[src/rtl/kcf_pkg.sv]
// ----------------------------------------------------------------------------
// kcf_pkg - shared types and constants for the keyframe change filter
// Frame geometry, field widths, payload structs and the queue entry format.
// ----------------------------------------------------------------------------
`default_nettype none

package kcf_pkg;

	// Frame geometry
	localparam int THUMB_SIDE   = 64;
	localparam int FRAME_PIXELS = THUMB_SIDE * THUMB_SIDE;
	localparam int IDX_W        = $clog2(FRAME_PIXELS);

	// Field widths
	localparam int PIXEL_W = 8;
	localparam int SUM_W   = 20;
	localparam int CFG_W   = 12;

	// Threshold compare width: 16 * sum against min_diff_q4 * FRAME_PIXELS
	localparam int RHS_W = CFG_W + $clog2(FRAME_PIXELS + 1);
	localparam int LHS_W = SUM_W + 4;
	localparam int CMP_W = (RHS_W > LHS_W) ? RHS_W : LHS_W;

	// Register reset value (12.0 in 8.4 fixed point)
	localparam int MIN_DIFF_RESET = 192;

	// Decoupling queue
	localparam int QUEUE_DEPTH = 4;
	localparam int QPTR_W      = $clog2(QUEUE_DEPTH);
	localparam int QCNT_W      = $clog2(QUEUE_DEPTH + 1);

	localparam logic [IDX_W-1:0] LAST_IDX = IDX_W'(FRAME_PIXELS - 1);
	localparam logic [SUM_W-1:0] SUM_MAX  = {SUM_W{1'b1}};

	typedef struct packed {
		logic [PIXEL_W-1:0] pixel;
		logic               group_start;
	} in_t;

	typedef struct packed {
		logic             keep;
		logic             first_of_group;
		logic [SUM_W-1:0] difference_sum;
	} out_t;

	// Classified pixel handed from front to back
	typedef struct packed {
		logic [PIXEL_W-1:0] pixel;
		logic [IDX_W-1:0]   idx;
		logic               first;
		logic               last;
	} item_t;

endpackage

`default_nettype wire

[src/rtl/kcf_front.sv]
// ----------------------------------------------------------------------------
// kcf_front - pixel intake and classification
// Tracks the position within the frame, decides whether the frame is the
// first of a group and tags each pixel before it enters the queue.
// ----------------------------------------------------------------------------
`default_nettype none

module kcf_front (
	input  wire logic          clk,
	input  wire logic          arst_n,
	input  wire logic          in_valid,
	output logic               in_stall,
	input  wire kcf_pkg::in_t  in_data,
	input  wire logic          q_full,
	output logic               push,
	output kcf_pkg::item_t     push_item
);
	import kcf_pkg::*;

	logic [IDX_W-1:0] idx_q;
	logic             have_ref_q;
	logic             first_q;
	logic             first_now;
	logic             is_last;

	// Stall whenever the queue has no room
	assign in_stall = q_full;
	assign push     = in_valid && !q_full;

	// Sample the group flag on the first pixel of a frame only
	assign first_now = (idx_q == '0) ? (in_data.group_start || !have_ref_q) : first_q;
	assign is_last   = (idx_q == LAST_IDX);

	assign push_item.pixel = in_data.pixel;
	assign push_item.idx   = idx_q;
	assign push_item.first = first_now;
	assign push_item.last  = is_last;

	// Advance frame position and group state per transaction
	always_ff @(posedge clk or negedge arst_n) begin
		if (!arst_n) begin
			idx_q      <= '0;
			have_ref_q <= 1'b0;
			first_q    <= 1'b0;
		end else if (push) begin
			first_q <= first_now;
			if (is_last) begin
				idx_q <= '0;
				if (first_now) begin
					have_ref_q <= 1'b1;
				end
			end else begin
				idx_q <= idx_q + 1'b1;
			end
		end
	end

endmodule

`default_nettype wire

[config.mk]
export PLATFORM = sky130hd
export DESIGN_NAME = kcf_front
export DESIGN_NICKNAME = d
export VERILOG_FILES = /design/src/rtl/kcf_pkg.sv /design/src/rtl/kcf_front.sv
export SDC_FILE = /design/constraint.sdc
export NUM_CORES = 1
export LEC_CHECK = 0
export ABC_AREA = 1
export BUFFER_PORTS_ARGS = -buffer_cell sky130_fd_sc_hd__buf_4
export CAP_MARGIN = 40
export CORE_MARGIN = 2
export CORE_UTILIZATION = 51
export DETAILED_ROUTE_END_ITERATION = 12
export PLACE_DENSITY = 0.85
export SLEW_MARGIN = 30
export SYNTH_ARGS = -nofsm -noshare
export SYNTH_HDL_FRONTEND = slang
export SYNTH_SLANG_ARGS = --single-unit
[constraint.sdc]
create_clock -name clk -period 2.8 [get_ports clk]
set_input_delay 0.42 -clock clk [delete_from_list [all_inputs] [get_ports clk]]
set_output_delay 0.42 -clock clk [all_outputs]
set_load 0.02 [all_outputs]
## Yosys cells after proc, flatten, opt, wreduce, memory -nomap -nowiden

Cells that the tools add are included.

- Bits in registers: 14
- Bits in latches: 0
- Memory bits (writable): 0
- Memory bits (read-only): 0
- Input port bits: 13
- Output and inout port bits: 24
- Logic and storage cells: 13
- Memories kept: 0

- Add/sub/neg operators: 1
- Multipliers: 0
- Div/mod/pow operators: 0
- $lt $le $gt $ge: 0
- Equal/unequal tests: 1
- Shifts and indexed selects: 0
- Muxes and demuxes: 2
- Bitwise operators: 0
- Reductions and logical operators: 6

Operators by type and width:

| operator | count |
|---|---|
| $add 12x1->12 const B | 1 |
| $eq 12x12->1 const B | 1 |
| $logic_not 12->1 | 1 |
| $mux 12 | 1 |
| $reduce_and 3->1 | 1 |
| $logic_not 1->1 | 2 |
| $logic_and 1x1->1 | 1 |
| $logic_or 1x1->1 | 1 |
| $mux 1 | 1 |

## Logic depth before layout (Yosys ltp)

- Depth in word-level cells: 4
- Depth in mapped cells: 8
- Mapped depth without buffers: 8

## Least setup slack after synthesis

Ideal clock, no wire load.

- Path kind: register to output
- Start point: register idx_q[0]
- End point: output push_item[1] (netlist name)
- Arrival time: 1284 ps
- Required time: 2380 ps
- Path slack: 1096 ps
- Stages on the path, launching flop included: 8
- Path buffers: 1
- Path through: dfrtp_1 inv_1 ha_1 nand2_1 nor2_1 nand3_1 and2_1 buf_4

- Longest elaborated chain between the ends: 2

RTL lines:

| what | RTL line | text |
|---|---|---|
| start: declaration | kcf_front.sv:20 | `logic [IDX_W-1:0] idx_q;` |
| start signal: assignment | kcf_front.sv:53 | `idx_q <= idx_q + 1'b1;` |
| $logic_not 12->1 | kcf_front.sv:31 | `assign first_now = (idx_q == '0) ? (in_data.group_start \|\| !have_ref_q) : first_q;` |
| $mux 1 | kcf_front.sv:31 |  |
| end: declaration | kcf_front.sv:16 | `output kcf_pkg::item_t push_item` |

Every way passes these cells.

==> run_results.csv <==
group,metric,value,unit
setup_path,crit_type,"flip-flop to primary output",
drt,drt_iter0_drc,26,
pwr,p_seq_share,41.2,%
placement,place_area,1020,sq um
layout,post-route-util,61.9,%
layout,final_common_cell,"nand2_1",
setup_path,arrival,1.60,ns
pwr,p_leak,0.562,nW
drt,met1_length,750,um
clocking,cts_buffer_depth,2,
timing,setup_viol,0,
global_routing,antenna_found_initial,0,
placement,io_buffers,20,
global_routing,grt_pass1_vias,733,
drt,routedWlPerCell,11.9,um
status,status,"finished clean",
logic_synthesis,synth_seq_cells,14,
timing,max_slew.worst_pin.slew,0.255,ns
floorplan,boundaryPins,37,
logic_synthesis,synth.yosys.seq_area_share,37.8,%
clocking,clk_latency,0.29,ns
floorplan,rows,15,
logic_synthesis,synth_cells,122,
timing,rsz0062_at_grt,"false",
timing,final_max_slew_viol_count,0,
drt,wl_met3,137,um
layout,layout.nets,152,
floorplan,initial_core_util,54.2,%
floorplan,fp.dieW,46.6,um
clocking,cts_tree,"yes",
drt,vias,790,
drt,drc,0,
layout,insertedDiodeCount,0,
timing,hold_violations,0,
clocking,postCtsSetupRepairBufs,0,
timing,tns,0,ns
setup_path,worstPathRequired,2.38,ns
floorplan,dieArea,2170,sq um
flow_run,maxCapViolCount,0,
pwr,ir_worst_vdd,0.517,mV
pwr,p_int,0.000454,W
logic_synthesis,yosysWarningCount,0,
logic_synthesis,synth_cell_type_count,20,
setup_path,worstPathMaxFanout,5,
layout,layout-drive-gt1-share,25.9,%
pwr,clockPowerShare,13.9,%
clocking,numCtsBuffers,3,
timing,max_slew_margin,83.0,%
drt,wl_met2,964,um
clocking,cts_sinks,14,
pwr,p_sw_share,46.0,%
layout,layout_common_cells,"nand2_1 (28), buf_4 (20), inv_1 (18)",
hold_path,min_path_type,"flip-flop to flip-flop",
timing,holdWs,0.454,ns
drt,vias_per_cell,4.94,
drt,ant_nets,0,
clocking,clkTransAtPathRegs,0.08,ns
global_routing,overflow,0,
pwr,switching_power,0.000387,W
layout,fin_area,1060,sq um
setup_path,setup.worst_path.start_class,"flip-flop",
layout,area_delta_synth_final,14.2,%
drt,routed.top_layer,"met4",
timing,period_minus_slack,2.02,ns
logic_synthesis,syn_area,926,sq um
global_routing,grt_pass1_wl,2900,um
drt,drt_wl_total,1910,um
setup_path,worstSetupEndpointType,"primary output",
logic_synthesis,postSynthAreaPerCell,7.59,sq um
timing,period_share,72.2,%
placement,dp_hpwl,1440,um
timing,finClkSkew,0.00555,ns
pwr,p_per_area,796,nW/um^2
drt,drt_pre_antenna_iters,4,
floorplan,die_h,46.6,um
floorplan,core_area,1710,sq um
global_routing,grt_max_degree,15,
clocking,root_buffer,"clkbuf_4",
placement,gp_congestion,0.827,
global_routing,grtUsageTotal,19.5,%
clocking,cts_max_level,1,
pwr,p_total,0.000841,W
pwr,power_frac_comb,44.8,%
timing,fmax,495,MHz
logic_synthesis,syn-num-nets,137,
[cells by family (layout without fill, tap and decap cells)]
family,after synthesis,in the layout,synth area share (%)
compound gates,3,3,1.76
simple gates,68,68,36.4
buf+inv,30,43,16.6
fa+ha+maj,2,2,2.70
flops,14,14,37.8
xor+xnor,5,5,4.73
[path summary, 6_finish.rpt]
check	from	to	slack, ns	cells past startpoint
worst min-delay path	have_ref_q	have_ref_q	0.45	2
worst max register to register	idx_q[0]	idx_q[6]	1.45	5
max in group asynchronous	arst_n	idx_q[7]	2.12	2
worst min register to register	have_ref_q	have_ref_q	0.45	2
worst max-delay path	idx_q[0]	push_item[1]	0.78	7
min in group asynchronous	arst_n	idx_q[1]	0.50	2
[area by class of cell]
| type | instances | area, sq um |
|---|---|---|
| Fill cell | 147 | 651 |
| Clock buffer | 3 | 22.5 |
| Multi-Input combinational cell | 78 | 422 |
| Inverter | 19 | 71.3 |
| Sequential cell | 14 | 350 |
| Timing Repair Buffer | 21 | 160 |
| Tap cell | 25 | 31.3 |
[sequential cells by signal, indices dropped and copies added, names as in the netlist]
name	count
first_q	1
have_ref_q	1
idx_q	12
[per-layer routing]
| layer | GRT usage (%) | up-vias |
|---|---|---|
| met4 | 13.3 | 0 |
| met2 | 32.5 | 37 |
| met5 | 0 | - |
| li1 | - | 390 |
| met1 | 22.9 | 356 |
| met3 | 2.75 | 7 |
[Yosys cell counts]
| cell type | number | area share [%] |
|---|---|---|
| a21oi_1 | 1 | 0.54 |
| o21ai_1 | 1 | 0.54 |
| nand3_2 | 1 | 1.1 |
| ha_1 | 2 | 2.7 |
| o22ai_1 | 1 | 0.68 |
| clkinv_1 | 1 | 0.41 |
| nand4_1 | 5 | 3.4 |
| dfrtp_1 | 14 | 38 |
| nor2_4 | 4 | 4.9 |
| nand3_1 | 6 | 3.2 |
| nand2_1 | 28 | 11 |
| nand2_2 | 3 | 2.0 |
| buf_4 | 11 | 8.9 |
| nor2_2 | 3 | 2.0 |
| nand2_4 | 1 | 1.2 |
| xnor2_1 | 2 | 1.9 |
| and2_1 | 1 | 0.68 |
| nor2_1 | 16 | 6.5 |
| inv_1 | 18 | 7.3 |
| xor2_1 | 3 | 2.8 |
[what timing repair did]
item,in CTS,in global routing
hold endpoints to repair,14,0
resized for setup,0,0
hold buffers,1,0
[through the flow]
stage,instances,worst slack [ns]
2_1_floorplan,122,1.10
3_3_place_gp,156,1.15
3_5_place_dp,156,1.10
4_1_cts,160,0.785
5_1_grt,160,0.685
6_report,160,0.778
[worst max-delay path, stage by stage (launching register included)]
cell and delay [ns]:
dfrtp_1 0.43, inv_1 0.10, ha_1 0.14, nand2_1 0.05, nor2_1 0.13, nand3_1 0.12, and2_1 0.18, buf_4 0.15
[power groups by stage]
stage               registers, W  clock network [W]  logic (W)
floorplan               0.000404                  0   0.000190
global placement        0.000345                  0   0.000367
detailed placement      0.000349                  0   0.000375
CTS                     0.000345           0.000118   0.000378
global route            0.000358           0.000121   0.000410
finish                  0.000347           0.000117   0.000377
(Power assumes the default switching activity.)
