### config.mk
export PLATFORM = sky130hd
export DESIGN_NAME = kcf_queue
export DESIGN_NICKNAME = d
export VERILOG_FILES = /design/src/rtl/kcf_pkg.sv /design/src/rtl/kcf_queue.sv
export SDC_FILE = /design/constraint.sdc
export NUM_CORES = 1
export LEC_CHECK = 0
export BUFFER_PORTS_ARGS = -buffer_cell sky130_fd_sc_hd__buf_2
export CAP_MARGIN = 20
export CELL_PAD_IN_SITES_DETAIL_PLACEMENT = 1
export CELL_PAD_IN_SITES_GLOBAL_PLACEMENT = 1
export CORE_ASPECT_RATIO = 0.7
export CORE_UTILIZATION = 41
export CTS_CLUSTER_SIZE = 16
export DETAILED_ROUTE_END_ITERATION = 12
export PLACE_DENSITY_LB_ADDON = 0.1
export REMOVE_ABC_BUFFERS = 1
export SYNTH_ARGS = -nofsm -noshare
export SYNTH_HDL_FRONTEND = slang
export SYNTH_SLANG_ARGS = --single-unit
### constraint.sdc
create_clock -name clk -period 1.6 [get_ports clk]
set_input_delay 0.16 -clock clk [delete_from_list [all_inputs] [get_ports clk]]
set_output_delay 0.16 -clock clk [all_outputs]
set_load 0.02 [all_outputs]
### src/rtl/kcf_pkg.sv
// ----------------------------------------------------------------------------
// kcf_pkg - shared types and constants for the keyframe change filter
// Frame geometry, field widths, payload structs and the queue entry format.
// ----------------------------------------------------------------------------
`default_nettype none

package kcf_pkg;

	// Frame geometry
	localparam int THUMB_SIDE   = 64;
	localparam int FRAME_PIXELS = THUMB_SIDE * THUMB_SIDE;
	localparam int IDX_W        = $clog2(FRAME_PIXELS);

	// Field widths
	localparam int PIXEL_W = 8;
	localparam int SUM_W   = 20;
	localparam int CFG_W   = 12;

	// Threshold compare width: 16 * sum against min_diff_q4 * FRAME_PIXELS
	localparam int RHS_W = CFG_W + $clog2(FRAME_PIXELS + 1);
	localparam int LHS_W = SUM_W + 4;
	localparam int CMP_W = (RHS_W > LHS_W) ? RHS_W : LHS_W;

	// Register reset value (12.0 in 8.4 fixed point)
	localparam int MIN_DIFF_RESET = 192;

	// Decoupling queue
	localparam int QUEUE_DEPTH = 4;
	localparam int QPTR_W      = $clog2(QUEUE_DEPTH);
	localparam int QCNT_W      = $clog2(QUEUE_DEPTH + 1);

	localparam logic [IDX_W-1:0] LAST_IDX = IDX_W'(FRAME_PIXELS - 1);
	localparam logic [SUM_W-1:0] SUM_MAX  = {SUM_W{1'b1}};

	typedef struct packed {
		logic [PIXEL_W-1:0] pixel;
		logic               group_start;
	} in_t;

	typedef struct packed {
		logic             keep;
		logic             first_of_group;
		logic [SUM_W-1:0] difference_sum;
	} out_t;

	// Classified pixel handed from front to back
	typedef struct packed {
		logic [PIXEL_W-1:0] pixel;
		logic [IDX_W-1:0]   idx;
		logic               first;
		logic               last;
	} item_t;

endpackage

`default_nettype wire

### src/rtl/kcf_queue.sv
// ----------------------------------------------------------------------------
// kcf_queue - short queue between front and back
// Register-based FIFO so that intake and processing stall independently.
// ----------------------------------------------------------------------------
`default_nettype none

module kcf_queue (
	input  wire logic           clk,
	input  wire logic           arst_n,
	input  wire logic           push,
	input  wire kcf_pkg::item_t push_item,
	input  wire logic           pop,
	output logic                q_valid,
	output logic                q_full,
	output kcf_pkg::item_t      q_item
);
	import kcf_pkg::*;

	item_t             slot_q [QUEUE_DEPTH];
	logic [QPTR_W-1:0] wr_ptr_q;
	logic [QPTR_W-1:0] rd_ptr_q;
	logic [QCNT_W-1:0] count_q;

	assign q_valid = (count_q != '0);
	assign q_full  = (count_q == QCNT_W'(QUEUE_DEPTH));
	assign q_item  = slot_q[rd_ptr_q];

	// Move pointers and occupancy
	always_ff @(posedge clk or negedge arst_n) begin
		if (!arst_n) begin
			wr_ptr_q <= '0;
			rd_ptr_q <= '0;
			count_q  <= '0;
		end else begin
			if (push) begin
				wr_ptr_q <= (wr_ptr_q == QPTR_W'(QUEUE_DEPTH - 1)) ? '0 : wr_ptr_q + 1'b1;
			end
			if (pop) begin
				rd_ptr_q <= (rd_ptr_q == QPTR_W'(QUEUE_DEPTH - 1)) ? '0 : rd_ptr_q + 1'b1;
			end
			if (push && !pop) begin
				count_q <= count_q + 1'b1;
			end else if (pop && !push) begin
				count_q <= count_q - 1'b1;
			end
		end
	end

	// Store entries
	always_ff @(posedge clk) begin
		if (push) begin
			slot_q[wr_ptr_q] <= push_item;
		end
	end

endmodule

`default_nettype wire

======== Word-level counts from Yosys, hierarchy flattened ========
Memories as Yosys holds them, arrays and structs flattened.
Cells that the tools add are included.
word-level totals
  register bits after elaboration ......... 7
  bits in writable memories ............... 88
  bits of input ports ..................... 26
  output and inout bits ................... 24
  word-level logic and storage cells ...... 23
  memories kept ........................... 1
memory list
  memory  words  width  rd ports  clocked after memory_dff  wr ports  line             RTL
  slot_q  4      22     1         0                         1         kcf_queue.sv:19  item_t slot_q [QUEUE_DEPTH];
cells by class
  add/subtract/negate cells ............... 4
  equal/unequal tests ..................... 3
  mux-type cells .......................... 6
  reductions and logical operators ........ 6
operator list
  operator                                           number
  two-way mux 3 bit                                  2
  adder 2 x 1 -> 2 bit (second input constant)       2
  equality test 2 bit (second input constant)        2
  two-way mux 2 bit                                  2
  adder 3 x 1 -> 3 bit (second input constant)       1
  equality test 3 bit (second input constant)        1
  nonzero test 3 bit                                 1
  subtractor 3 x 1 -> 3 bit (second input constant)  1
  logical AND 1 bit                                  2
  logical NOT 1 bit                                  2
  two-way mux 1 bit                                  2
  nonzero test 2 bit                                 1

======== Logic depth before layout (Yosys ltp) ========
  depth in word-level cells ............... 4
  depth in mapped cells ................... 7

======== Least setup slack after synthesis ========
OpenSTA, ideal clock, no wires.
  path type ............................... flip-flop to flip-flop
  start ................................... register wr_ptr_q[0]
  end ..................................... memory slot_q[2][0] (netlist bit) (enable)
  library setup time ...................... 0.381 ns
  data arrival time ....................... 1.183 ns
  required time ........................... 1.219 ns
  setup slack ............................. 0.036 ns
  stages on the path, launching flop included .. 4
  period minus slack after synthesis ...... 1.564 ns
  cell sequence ........................... dfrtp_1 -> inv_1 -> ha_1 -> and2_1
RTL lines
  element                   line             RTL
  start: declaration        kcf_queue.sv:20  logic [QPTR_W-1:0] wr_ptr_q;
  start signal: assignment  kcf_queue.sv:36  wr_ptr_q <= (wr_ptr_q == QPTR_W'(QUEUE_DEPTH - 1)) ? '0 : wr_ptr_q + 1'b1;
  end: declaration          kcf_queue.sv:19
No word-level cell before the write port.

==> results.txt <==
Area Overhead vs Synth: 22.2%
Largest net degree at the start of global routing: 18
Post-Route WL: 6.77 mm
Top-area cell type share of the netlist area: 72.9%
Worst Slack Setup Final: -0.192 ns
Yosys warns: 0
Unique cell type count in the Yosys netlist: 21
Nets: 254
Number of enable flip-flop cells after synthesis: 88
Cell Rows: 28
Die area: 0.00923 mm2
Final period util: 112%
CP Max Fanout: 10
Initial antenna violation count: 0
Number of buffers added on ports: 49
DPL Wire Length: 4.59 mm
Post-DRT Antenna Nets: 0
Gpl congestion: 0.767
TritonCTS clock tree: yes
Clock Pin Slew Worst Setup and Hold Paths: 0.06 ns
Leakage power total: 0.00159 uW
Power share of the sequential group: 41.8%
Worst hold slack: 0.0415 ns
CTS HTree Levels: 3
CP Class: reg -> out
Cell Pwr Density: 1830 mW/mm2
Synth Cell Area: 0.00362 mm2
First-pass GRT wire length: 10.6 mm
Post-DR wirelength/cell: 19.6 um
Final core utilization: 52.0%
Root Driver: clkbuf_16
Slew HR: 84.6%
Initial Util: 42.6%
Final Skew: 0.00563 ns
Worst Max-Slew Pin Slew: 0.230 ns
Placed insts: 328
Sequential area share after synthesis: 77.7%
Vias in the first global route: 1,903
Internal power: 5600 uW
Vias: 1,693
Clock Latency Late Sink: 0.33 ns
Fmax: 0.558 GHz
Residual DRC: 0
Grt ovf: 0
Final Max Tran Viols: 0
Non-filler cells, final: 346
Switching pwr: 2490 uW
Tmin final: 1.79 ns
Diodes inserted: 0
DRT iter0 DRCs: 69
Clk sinks: 95
Endpoints failing hold: 0
Main synth FF type: edfxtp_1
Status: finished with violations
Tot GR Track Use: 16.2%
Peak supply drop: 0.805 mV
Die width: 114 um
Clock power frac: 26.4%
WP data required: 1.44 ns
Synth area leaders: edfxtp_1, mux4_2, dfrtp_1
Violated checks: negative setup slack
Layout cells sized above 1: 44.2%
CTS Buf Count: 9
Synthesized flop and latch total: 95
Fillcell total: 770
RSZ-0062 raised after global routing: true
Crit end category: output pin
Asr flop ratio synth: 7.37%
Power after layout: 8090 uW
I/O Pins: 50
Hold Path Class: in -> reg
Cell count after synthesis: 152
Type of origin of the critical path: flop
Die H: 80.7 um
Final setup violation count: 22
Max_cap viols: 0
Core area: 0.00851 mm2
Vias per cell: 4.89
Comb pwr share: 31.8%
Post-Syn Area per Cell: 23.8 um2
Deepest clock path buffer count: 2
Crit path DAT: 1.63 ns
Drt pass-1 iters: 4
Cell taking the most area after synthesis: edfxtp_1
Switching portion of total power: 30.7%
==> metrics by stage <==
| step | setup slack, ns | cell area (um2) | TNS [ns] |
|---|---|---|---|
| 2_1_floorplan | -0.390 | 3560 | -7.21 |
| 3_3_place_gp | 0.133 | 4100 | 0 |
| 3_5_place_dp | 0.0507 | 4100 | 0 |
| 4_1_cts | -0.229 | 4420 | -4.19 |
| 5_1_grt | -0.261 | 4430 | -4.86 |
| 6_report | -0.192 | 4430 | -3.54 |
==> cells in the final DEF (no fill, tap or decap) <==
cell and n:
clkbuf_16 9, dlygate4sd3_1 1, buf_4 9, xnor2_1 1, mux4_2 19, mux4_1 3
dfrtp_2 1, mux2_2 2, dfrtp_1 6, buf_6 2, clkinv_2 1, a21o_1 1
nand2_1 2, clkinvlp_4 2, nor2_1 2, edfxtp_1 88, xor2_1 2, nor3b_1 1
and2_1 4, or3_1 1, inv_8 1, nor3_1 1, fa_1 1, inv_6 2
inv_1 4, ha_1 6, buf_2 47, bufinv_16 1, buf_12 4, o21ai_0 2
==> final cells by class <==
cell class	instances	area (um2)	area share (%)
flip-flops and latches	95	2820	63.6
clock buffers	9	225	5.08
repair buffers	63	415	9.38
clock inverters	7	78.8	1.78
well taps	120	150	3.39
inverters	4	15.0	0.339
multi-input cells	48	727	16.4
==> cells in the mapped netlist, types with 4 or more instances <==
master and count:
and2_1 4, ha_1 6, edfxtp_1 88, inv_1 4, mux4_2 18, mux4_1 4
dfrtp_1 7
==> registers in the layout, summed over array words and instances, names as in the netlist <==
name,cells
count_q,3
slot_q,88
wr_ptr_q,2
rd_ptr_q,2
==> repair_timing <==
| action | 4_1_cts | 5_1_grt |
|---|---|---|
| endpoints found under the hold margin | 7 | 0 |
| buffers inserted | 1 | 0 |
| setup endpoints to repair | 22 | 22 |
| gates resized for setup | 3 | 2 |
| cloned | 0 | 0 |
| hold buffers | 1 | 0 |
==> layer usage <==
layer | track usage [%] | up-vias | part of all wire (%)
li1 | - | 759 | -
met1 | 20.4 | 888 | 42
met2 | 27.0 | 41 | 52
met3 | 5.74 | 5 | 5.1
met4 | 4.29 | 0 | 0.66
met5 | 0 | - | 0
==> critical path, cell delays in order, from the launching register on <==
cell	delay [ns]
dfrtp_2	0.41
buf_12	0.16
mux4_1	0.55
buf_2	0.18
==> power groups by stage <==
stage	sequential (uW)	clock [uW]	combinational (uW)
3_3_place_gp	3390	0	2520
6_report	3380	2130	2580
3_5_place_dp	3440	0	2570
2_1_floorplan	3540	0	1420
5_1_grt	3420	2280	2800
4_1_cts	3390	2200	2630
==> cells by family (layout without fill, tap and decap cells) <==
kind of cell,Yosys count,in the layout,share of synthesized area (%)
AOI/OAI and AO/OA,3,3,0.483
DFF,95,95,77.7
buffers and inverters,9,83,2.11
xor gates and xnor gates,3,3,0.725
adders and majority gates,7,7,2.62
muxes,24,24,14.7
and+or+nand+nor,11,11,1.62
==> final timing paths <==
path | from | endpoint | slack, ns | cells past startpoint
worst max register to register | rd_ptr_q[0]$_DFFE_PN0P_ | rd_ptr_q[1]$_DFFE_PN0P_ | 0.16 | 4
worst min-delay path | push_item[13] | slot_q[0][13]$_DFFE_PP_ | 0.04 | 1
worst min register to register | count_q[2]$_DFFE_PN0P_ | count_q[2]$_DFFE_PN0P_ | 0.51 | 1
max in group asynchronous | arst_n | rd_ptr_q[0]$_DFFE_PN0P_ | 1.24 | 2
worst max-delay path | rd_ptr_q[0]$_DFFE_PN0P_ | q_item[14] | -0.19 | 3
min in group asynchronous | arst_n | wr_ptr_q[0]$_DFFE_PN0P_ | 0.19 | 2
No activity file was read; power rests on OpenSTA's default activity.
